[src/rtl/core/spq_pkg.sv]
// spq_pkg: types and fixed constants for the sorted priority queue
// shared by spq_cell and sorted_priority_queue; no dependencies
`timescale 1ns / 1ps
`default_nettype none

package spq_pkg;

   // field widths of the request and response words
   localparam int KEY_W   = 16;
   localparam int VALUE_W = 32;
   localparam int FILL_W  = 4;
   localparam int STAT_W  = 2;

   // action codes
   localparam logic ACT_INSERT = 1'b0;
   localparam logic ACT_REMOVE = 1'b1;

   // status codes
   localparam logic [STAT_W-1:0] ST_DONE  = 2'd0;
   localparam logic [STAT_W-1:0] ST_FULL  = 2'd1;
   localparam logic [STAT_W-1:0] ST_EMPTY = 2'd2;

   // request word
   typedef struct packed {
      logic                      action;
      logic signed [VALUE_W-1:0] item_value;
      logic        [KEY_W-1:0]   item_key;
   } req_word_type;

   // response word
   typedef struct packed {
      logic        [STAT_W-1:0]  status;
      logic signed [VALUE_W-1:0] out_value;
      logic        [KEY_W-1:0]   out_key;
      logic        [FILL_W-1:0]  fill_level;
   } rsp_word_type;

   // one stored entry, passed between neighboring cells
   typedef struct packed {
      logic        [KEY_W-1:0]   key;
      logic signed [VALUE_W-1:0] value;
   } entry_type;

   // operation broadcast to every cell
   typedef struct packed {
      logic                      ins;
      logic                      rem;
      logic        [KEY_W-1:0]   key;
      logic signed [VALUE_W-1:0] value;
   } cell_ctrl_type;

endpackage

`default_nettype wire

[src/rtl/core/spq_cell.sv]
// spq_cell: one slot of the sorted queue, holds a key and value
// depends on spq_pkg for the entry and control structs
`timescale 1ns / 1ps
`default_nettype none

module spq_cell (
   input  wire logic                   clock,
   input  wire logic                   occ,
   input  wire spq_pkg::cell_ctrl_type ctrl,
   input  wire spq_pkg::entry_type     left,
   input  wire logic                   left_sel,
   input  wire spq_pkg::entry_type     right,
   output spq_pkg::entry_type          held,
   output logic                        sel
);

   spq_pkg::entry_type entry_ff;
   spq_pkg::entry_type entry_in;

   // slot is at or behind the insert point: empty or key not smaller
   assign sel  = !occ || (entry_ff.key >= ctrl.key);
   assign held = entry_ff;

   // shift back on insert, forward on remove
   always_comb begin
      entry_in = entry_ff;
      if (ctrl.ins) begin
         if (left_sel) begin
            entry_in = left;
         end else if (sel) begin
            entry_in.key   = ctrl.key;
            entry_in.value = ctrl.value;
         end
      end else if (ctrl.rem) begin
         entry_in = right;
      end
   end

   always_ff @(posedge clock) begin
      entry_ff <= entry_in;
   end

endmodule

`default_nettype wire

[src/rtl/core/sorted_priority_queue.sv]
// sorted_priority_queue: the response is valid in the cycle after request accept.
// throughput is one word per cycle while rsp_ready is high; every cell compares
// its key with the new key in parallel, so insert and remove each finish in the
// accepting cycle. reset clears the fill count and the response valid flag; stored
// entries and the response word are left undefined and are never read until written.
// depends on spq_pkg and spq_cell
`timescale 1ns / 1ps
`default_nettype none

module sorted_priority_queue #(
   parameter int DEPTH = 8
) (
   input  wire logic                  clock,
   input  wire logic                  reset,
   input  wire logic                  req_valid,
   output logic                       req_ready,
   input  wire spq_pkg::req_word_type req_word,
   output logic                       rsp_valid,
   input  wire logic                  rsp_ready,
   output spq_pkg::rsp_word_type      rsp_word
);

   localparam int CNT_W = $clog2(DEPTH + 1);

   logic [CNT_W-1:0]       count_ff;
   logic [CNT_W-1:0]       count_in;
   logic                   rsp_valid_ff;
   logic                   rsp_valid_in;
   spq_pkg::rsp_word_type  rsp_ff;
   spq_pkg::rsp_word_type  rsp_in;

   logic                   accept;
   logic                   full;
   logic                   empty;
   spq_pkg::cell_ctrl_type ctrl;
   logic [DEPTH-1:0]       occ;
   logic [DEPTH-1:0]       sel;
   spq_pkg::entry_type     held [DEPTH];

   // handshake: take a word whenever the response register is free or draining
   assign req_ready = !rsp_valid_ff || rsp_ready;
   assign accept    = req_valid && req_ready;
   assign rsp_valid = rsp_valid_ff;
   assign rsp_word  = rsp_ff;

   assign full  = (count_ff == CNT_W'(DEPTH));
   assign empty = (count_ff == '0);

   // operation sent down the row
   assign ctrl.ins   = accept && (req_word.action == spq_pkg::ACT_INSERT) && !full;
   assign ctrl.rem   = accept && (req_word.action == spq_pkg::ACT_REMOVE) && !empty;
   assign ctrl.key   = req_word.item_key;
   assign ctrl.value = req_word.item_value;

   // row of cells, front at index 0
   for (genvar i = 0; i < DEPTH; i++) begin : g_cell
      spq_pkg::entry_type left_e;
      spq_pkg::entry_type right_e;
      logic               left_s;

      assign occ[i] = (count_ff > CNT_W'(i));

      if (i == 0) begin : g_first
         assign left_e = '0;
         assign left_s = 1'b0;
      end else begin : g_mid
         assign left_e = held[i-1];
         assign left_s = sel[i-1];
      end

      if (i == DEPTH - 1) begin : g_last
         assign right_e = '0;
      end else begin : g_inner
         assign right_e = held[i+1];
      end

      spq_cell u_cell (
         .clock    (clock),
         .occ      (occ[i]),
         .ctrl     (ctrl),
         .left     (left_e),
         .left_sel (left_s),
         .right    (right_e),
         .held     (held[i]),
         .sel      (sel[i])
      );
   end

   // fill count and response word
   always_comb begin
      count_in     = count_ff;
      rsp_valid_in = rsp_valid_ff;
      rsp_in       = rsp_ff;
      if (rsp_valid_ff && rsp_ready) begin
         rsp_valid_in = 1'b0;
      end
      if (ctrl.ins) begin
         count_in = count_ff + 1'b1;
      end else if (ctrl.rem) begin
         count_in = count_ff - 1'b1;
      end
      if (accept) begin
         rsp_valid_in       = 1'b1;
         rsp_in.status      = spq_pkg::ST_DONE;
         rsp_in.out_value   = '0;
         rsp_in.out_key     = '0;
         rsp_in.fill_level  = spq_pkg::FILL_W'(count_in);
         if (req_word.action == spq_pkg::ACT_INSERT) begin
            if (full) begin
               rsp_in.status = spq_pkg::ST_FULL;
            end
         end else begin
            if (empty) begin
               rsp_in.status = spq_pkg::ST_EMPTY;
            end else begin
               rsp_in.out_value = held[0].value;
               rsp_in.out_key   = held[0].key;
            end
         end
      end
   end

   always_ff @(posedge clock) begin
      if (reset) begin
         count_ff     <= '0;
         rsp_valid_ff <= 1'b0;
      end else begin
         count_ff     <= count_in;
         rsp_valid_ff <= rsp_valid_in;
      end
   end

   always_ff @(posedge clock) begin
      rsp_ff <= rsp_in;
   end

`ifndef SYNTHESIS
   // fill count never passes the number of cells
   a_count_bound: assert property (@(posedge clock) disable iff (reset)
      count_ff <= CNT_W'(DEPTH))
      else $error("fill count above depth");

   // an accepted insert into a non-full queue grows the count by one
   a_ins_count: assert property (@(posedge clock) disable iff (reset)
      ctrl.ins |=> count_ff == CNT_W'($past(count_ff) + 1'b1))
      else $error("insert did not grow fill count");

   // a successful remove reports the front entry seen at accept
   a_rem_front: assert property (@(posedge clock) disable iff (reset)
      ctrl.rem |=> rsp_ff.out_key == $past(held[0].key) &&
                   rsp_ff.out_value == $past(held[0].value))
      else $error("remove did not return front entry");

   // the two front entries stay in key order
   a_front_order: assert property (@(posedge clock) disable iff (reset)
      occ[1] |-> held[0].key <= held[1].key)
      else $error("front entries out of key order");
`endif

endmodule

`default_nettype wire

[config.mk]
export PLATFORM = sky130hd
export DESIGN_NAME = sorted_priority_queue
export DESIGN_NICKNAME = d
export VERILOG_FILES = /design/src/rtl/core/spq_pkg.sv /design/src/rtl/core/spq_cell.sv /design/src/rtl/core/sorted_priority_queue.sv
export SDC_FILE = /design/constraint.sdc
export NUM_CORES = 1
export LEC_CHECK = 0
export ABC_AREA = 1
export BUFFER_PORTS_ARGS = -buffer_cell sky130_fd_sc_hd__buf_2
export CAP_MARGIN = 0
export CORE_MARGIN = 2
export CORE_UTILIZATION = 63
export CTS_CLUSTER_DIAMETER = 30
export DETAILED_ROUTE_END_ITERATION = 7
export GPL_ROUTABILITY_DRIVEN = 0
export PLACE_DENSITY = 0.83
export SYNTH_ARGS = -nofsm -noshare
export SYNTH_HDL_FRONTEND = slang
export SYNTH_SLANG_ARGS = --single-unit
[constraint.sdc]
create_clock -name clock -period 8.2 [get_ports clock]
set_input_delay 1.23 -clock clock [delete_from_list [all_inputs] [get_ports clock]]
set_output_delay 1.23 -clock clock [all_outputs]
set_load 0.005 [all_outputs]
==> results of run 1 <==
==> layer usage <==
layer	vias to the layer above	track usage
li1	10786	-
met5	-	0
met4	2	0.2019
met1	10838	0.4433
met3	358	0.07683
met2	1787	0.5569
==> metrics by stage <==
step	cell area (um^2)	worst slack, ns
after CTS	30350	3.146
after global routing	30350	2.914
after floorplan	26240	0.5469
after global placement	26950	2.651
final	30350	3.001
after detailed placement	26950	2.548
==> cells by family (layout without fill, tap and decap cells) <==
logic type               after synthesis  after routing  share of synthesized area
adder cells (fa/ha/maj)              132            132                    0.06294
XOR/XNOR                               3              3                   0.001002
flip-flops                           443            443                     0.5051
AO/OA/AOI/OAI                        128            128                    0.02570
buffers and inverters                622            768                    0.09608
AND/OR/NAND/NOR                     1947           1947                     0.3092
==> final timing paths <==
| kind | endpoint | slack [ns] | cells after the start |
|---|---|---|---|
| hold reg to reg | g_cell[6].u_cell.held[27] | 0.51 | 2 |
| setup reg to reg | g_cell[4].u_cell.held[26] | 3.26 | 8 |
| hold / removal | g_cell[6].u_cell.held[27] | 0.51 | 2 |
| setup / recovery | g_cell[2].u_cell.held[21] | 3.00 | 12 |
==> state kept, by name, indices dropped and copies added, names as in the netlist <==
signal              count
g_cell.u_cell.held    384
count_ff                4
rsp_word               54
rsp_valid               1
==> area by class of cell <==
cell class	count	area, um^2
timing repair buffer	142	795.8
clock inverter	69	742.0
sequential	443	13250
multi-input combinational	2210	10590
clock buffer	120	2661
fill	2811	10660
inverter	437	1648
tap	532	665.6
==> where the power goes <==
group          internal (mW)  switching (mW)
Clock                   2.68            1.32
Combinational          0.457            1.12
Sequential              2.91           0.163
Total                   6.05            2.60
==> cells in the final DEF, fill, tap and decap left out, types with 2 or more instances in the layout <==
cell type,n
nand3_1,596
a21oi_4,6
o21a_1,3
inv_2,6
a21oi_1,50
nor3_1,11
a21o_1,5
bufinv_16,12
clkbuf_16,103
buf_4,34
o21ai_0,56
nor2_1,180
inv_1,415
clkinv_2,16
ha_1,132
o21ai_1,2
clkbuf_1,15
clkinv_1,34
nand2_1,1137
clkinv_8,2
clkinvlp_4,10
dfxtp_1,5
clkinv_4,4
nor2_4,6
xor2_1,3
inv_8,2
clkbuf_8,2
edfxtp_1,438
o211ai_1,2
inv_6,3
nand4_1,11
buf_2,108
==> synthesized netlist by cell type, drive strengths merged <==
| cell | n | share of area |
|---|---|---|
| a211oi | 1 | 0.00029 |
| a21o | 5 | 0.0014 |
| a21oi | 56 | 0.011 |
| a31oi | 1 | 0.00024 |
| buf | 109 | 0.023 |
| clkbuf | 76 | 0.011 |
| clkinv | 15 | 0.0021 |
| dfxtp | 5 | 0.0038 |
| edfxtp | 438 | 0.50 |
| ha | 132 | 0.063 |
| inv | 422 | 0.060 |
| nand2 | 1138 | 0.16 |
| nand3 | 597 | 0.11 |
| nand4 | 11 | 0.0026 |
| nor2 | 187 | 0.027 |
| nor2b | 1 | 0.00024 |
| nor3 | 11 | 0.0021 |
| nor3b | 1 | 0.00029 |
| o2111ai | 1 | 0.00033 |
| o211ai | 2 | 0.00057 |
| o21a | 3 | 0.00086 |
| o21ai | 58 | 0.011 |
| o22ai | 1 | 0.00024 |
| or2 | 1 | 0.00024 |
| xor2 | 3 | 0.0010 |
==> critical path, stage by stage <==
cell      delay (ns)
buf_2           0.09
clkinv_1        0.47
ha_1            0.58
nand4_1         0.13
a21oi_1         0.25
nor2_4          0.06
buf_4           0.34
nand2_1         0.15
buf_4           0.51
inv_1           0.24
a21oi_4         0.92
buf_4           0.48
==> metrics.cfg, run 1 <==
[run_status]
status = finished with violations
violations = design-rule violations

[floorplan]
initial_core_util = 0.6397
io_pins = 109
rows = 74
die_area_um2 = 43300
core_area_um2 = 41020
die_h_um = 208.1
die_x_um = 208.1

[global_route]
grt_overflow = 0
grt_pass1_vias = 23997
grt_pass1_wl_um = 121800
antenna_found_initial = 2
grt_max_degree = 118
grtUsageTotal = 0.3496

[clock_network]
cts_root_buffer = clkbuf_16
cts_tree = done
post_cts_resized = 0
clk_latency_ns = 0.64
cts_buffer_depth = 3
numCtsBuffers = 101
cts_post_setup_buffers_inserted = 0
h-tree-depth = 3
cts_sinks = 443
cts_hold_buf = 0
clk_pin_slew_ns = 0.05

[timing]
whs_ns = 0.5107
finClkSkew_ns = 0.02809
setup_viol_count_final = 0
final.min_clock_period_ns = 5.199
period_share = 0.6340
slew_headroom = 0.1711
rsz0062_at_grt = no
fmax_mhz = 192.3
tightest_slew_ns = 1.241
hold_viol = 0
tns_ns = 0
slew_viol_final = 0

[layout]
drive_gt1_frac = 0.09354
postLayoutCoreUtil = 0.7400
n_antenna_cell = 0
area.growth.synth_to_final_pct = 15.68
fin_nets = 3520
layout.cells.non_filler = 3953

[pwr]
pwr_density_cell_nw_per_um2 = 285.1
ir_worst_vdd_uv = 185.7
p_leak_nw = 14.93
p_total_mw = 8.653

[setup_path]
critPathCaptureType = flop
r2r_start = count_ff[1]
cp_max_fo = 49
crit_type = in2reg
crit_path_start_kind = input pin
worst-endpoint-required_ns = 8.48
critPathArrivalTime_ns = 5.48
startpoint = req_word[15]

[synthesis]
syn_area_um2 = 26240
ys.warnings.count = 0
ys_ff_latch = 443
syn-num-nets = 3460
synthCells = 3275
ys_seq_area_frac = 0.5051
yosysUniqueCellTypes = 31
avgSynthCellArea_um2 = 8.012

[routing]
top_layer_used = met5
antenna_left = 0
routed-wl-met3_um = 9864
drt_pass1_iterations = 8
met2_length_um = 34690
wl_per_cell_um = 19.17
routed_via_density = 6.013
drc_errors = 1
drt_wl_total_um = 75760
first_iter_violations = 3362
num_vias = 23771
wl_met1_um = 27080

[placed_design]
dp.cells = 3764
port_buffers = 108
hpwl_um = 43590

[job]
drv_cap = 0

[hold_path]
hp-start = g_cell[7].u_cell.held[27]
hold_path_class = reg2reg

(Power assumes the default switching activity.)
==> inputs of run 2 (changes only) <==
clock period = 4.8 ns   (was 8.2 ns; I/O delays follow)
==> run 2 against run 1 <==
- the flow now finishes without violations
- register-to-register slack worse by 1.8 ns
- global-route usage fell by 0.42 points
- worst hold slack got worse by 0.17 ns
- critical path depth fell by 1
- sequential power is 70% higher
- non-clock buffer count increased by 21
- die area stayed put
- setup slack got worse by 1.7 ns
- clock skew down 0.0084 ns
- sequential cell count unchanged
- critical path type unchanged
==> metrics.cfg, run 2 (synthesized netlist as in run 1, its figures left out) <==
[run_status]
status = completed

[global_route]
antenna_found_initial = 3  ; +1
grtUsageTotal = 0.3454  ; -0.004154
grt_pass1_vias = 23223  ; -3.2%
grt_overflow = 0  ; unchanged
grt_max_degree = 144  ; +22%
grt_pass1_wl_um = 119500  ; -1.9%

[timing]
setup_viol_count_final = 0  ; unchanged
hold_viol = 0  ; unchanged
final.min_clock_period_ns = 3.523
slew_viol_final = 0  ; unchanged
tightest_slew_ns = 1.147  ; -0.09392 ns
rsz0062_at_grt = no
tns_ns = 0  ; unchanged
fmax_mhz = 283.9
finClkSkew_ns = 0.01969  ; -0.008400 ns
slew_headroom = 0.2356  ; +0.06446
period_share = 0.7339

[clock_network]
clk_latency_ns = 0.63  ; about the same
post_cts_resized = 0  ; unchanged
numCtsBuffers = 92  ; -8.9%
cts_root_buffer = clkbuf_16
cts_buffer_depth = 3  ; unchanged
cts_sinks = 443  ; unchanged
clk_pin_slew_ns = 0.05  ; about the same
cts_hold_buf = 0  ; unchanged
h-tree-depth = 3  ; unchanged
cts_tree = done
cts_post_setup_buffers_inserted = 0  ; unchanged

[layout]
final_cell_mix = nand2_1 (1,137), nand3_1 (596), edfxtp_1 (438)
fin_nets = 3532  ; +0.34%
area.growth.synth_to_final_pct = 14.84
largest_reg_flops = 384  ; unchanged
fill_cells = 2835  ; +0.85%
drive_gt1_frac = 0.09521  ; +0.001670
multi_input_area_um2 = 10590  ; unchanged
mostFrequentLayoutCell = nand2_1
regMostFlops = g_cell.u_cell.held
n_antenna_cell = 0  ; unchanged
seqCellArea_um2 = 13250  ; unchanged

[setup_path]
crit_type = in2reg
critical_path.top_delay_family = simple AND/OR/NAND/NOR gates
cp_max_fo = 31  ; -37%
worst-endpoint-required_ns = 5.05  ; -3.43 ns
crit_path_top_delay_cell = buf_4
critPathCaptureType = flop
cpPeakStageDelay_ns = 0.59  ; -0.33 ns
cp_cell_sequence = buf_2 -> clkinv_1 -> ha_1 -> nand2_1 -> nor2_1 -> nor3b_1 -> nand2_1 -> nand4_1 -> nor2_1 -> nor2_4 -> buf_4
critPathArrivalTime_ns = 3.77  ; -1.71 ns
crit_path_start_kind = input pin
crit_buf_inv = 3  ; -3

[pwr]
p_total_mw = 14.11  ; +63%
power_switching_share = 0.3069  ; +0.006504
p_int_mw = 9.778  ; +62%
p_leak_nw = 14.85  ; -0.53%
pwr-share-clk = 0.436  ; -0.027
comb_power_share = 0.192  ; +0.010
ir_worst_vdd_uv = 330.8  ; +78%
seq_power_share = 0.371  ; +0.015
pwr_density_cell_nw_per_um2 = 468.2  ; +64%
p_sw_mw = 4.329  ; +67%

[routing]
drt_pass1_iterations = 7  ; -1
routed-wl-met3_um = 8923  ; -9.5%
routed_via_density = 5.900  ; -1.9%
wl_met1_um = 26850  ; -0.88%
num_vias = 23340  ; -1.8%
wl_per_cell_um = 18.85  ; -1.7%
drt_wl_total_um = 74550  ; -1.6%
first_iter_violations = 2901  ; -14%
drc_errors = 0  ; -1
antenna_left = 0  ; unchanged
top_layer_used = met5
met2_length_um = 34940  ; +0.71%

[floorplan]
initial_core_util = 0.6397  ; unchanged
rows = 74  ; unchanged
core_area_um2 = 41020  ; unchanged
die_area_um2 = 43300  ; unchanged
io_pins = 109  ; unchanged
die_x_um = 208.1  ; unchanged
die_h_um = 208.1  ; unchanged

[hold_path]
hold_path_class = in2reg

[placed_design]
hpwl_um = 43240  ; -0.80%
port_buffers = 108  ; unchanged

[job]
drv_cap = 0  ; unchanged

==> run 2: power groups by stage <==
| stage | logic (mW) | registers [mW] | clock network [mW] |
|---|---|---|---|
| after floorplan | 1.84 | 5.23 | 0 |
| after global placement | 2.48 | 5.26 | 0 |
| after detailed placement | 2.59 | 5.29 | 0 |
| after CTS | 2.65 | 5.23 | 6.17 |
| after global routing | 3.00 | 5.28 | 6.37 |
| final | 2.72 | 5.24 | 6.16 |
==> run 2: path summary, 6_finish.rpt <==
kind                                             endpoint  slack, ns  cells after the start                 startpoint
worst max-delay path            g_cell[6].u_cell.held[17]       1.28                     11                req_word[6]
worst min-delay path                            rsp_valid       0.34                      2                      reset
worst max register to register  g_cell[6].u_cell.held[17]       1.42                      8                count_ff[0]
worst min register to register  g_cell[6].u_cell.held[26]       0.52                      2  g_cell[7].u_cell.held[26]
==> run 2: per-stage QoR <==
stage / hold slack [ns] / std cells / util / instance area [um^2] / setup WS [ns]
global placement: 0.5001 / 3785 / 0.6615 / 27130 / 0.9379
CTS: 0.3212 / 3956 / 0.7346 / 30130 / 1.385
finish: 0.3378 / 3956 / 0.7346 / 30130 / 1.277
global route: 0.3528 / 3956 / 0.7346 / 30130 / 1.108
floorplan: 0.4947 / 3275 / - / 26270 / -0.04095
detailed placement: 0.5037 / 3785 / 0.6615 / 27130 / 0.8385
==> run 2: per-layer routing <==
layer | global-route usage | vias up
met5 | 0 | -
met2 | 0.5688 | 1561
met3 | 0.07019 | 326
met1 | 0.4295 | 10647
met4 | 0.1905 | 2
li1 | - | 10804
==> run 2: area by class of cell <==
| type | count | area share |
|---|---|---|
| Clock inverter | 68 | 0.02180 |
| Sequential cell | 443 | 0.4398 |
| Multi-Input combinational cell | 2210 | 0.3514 |
| Timing Repair Buffer | 163 | 0.03247 |
| Clock buffer | 103 | 0.07777 |
| Tap cell | 532 | 0.02209 |
| Inverter | 437 | 0.05469 |
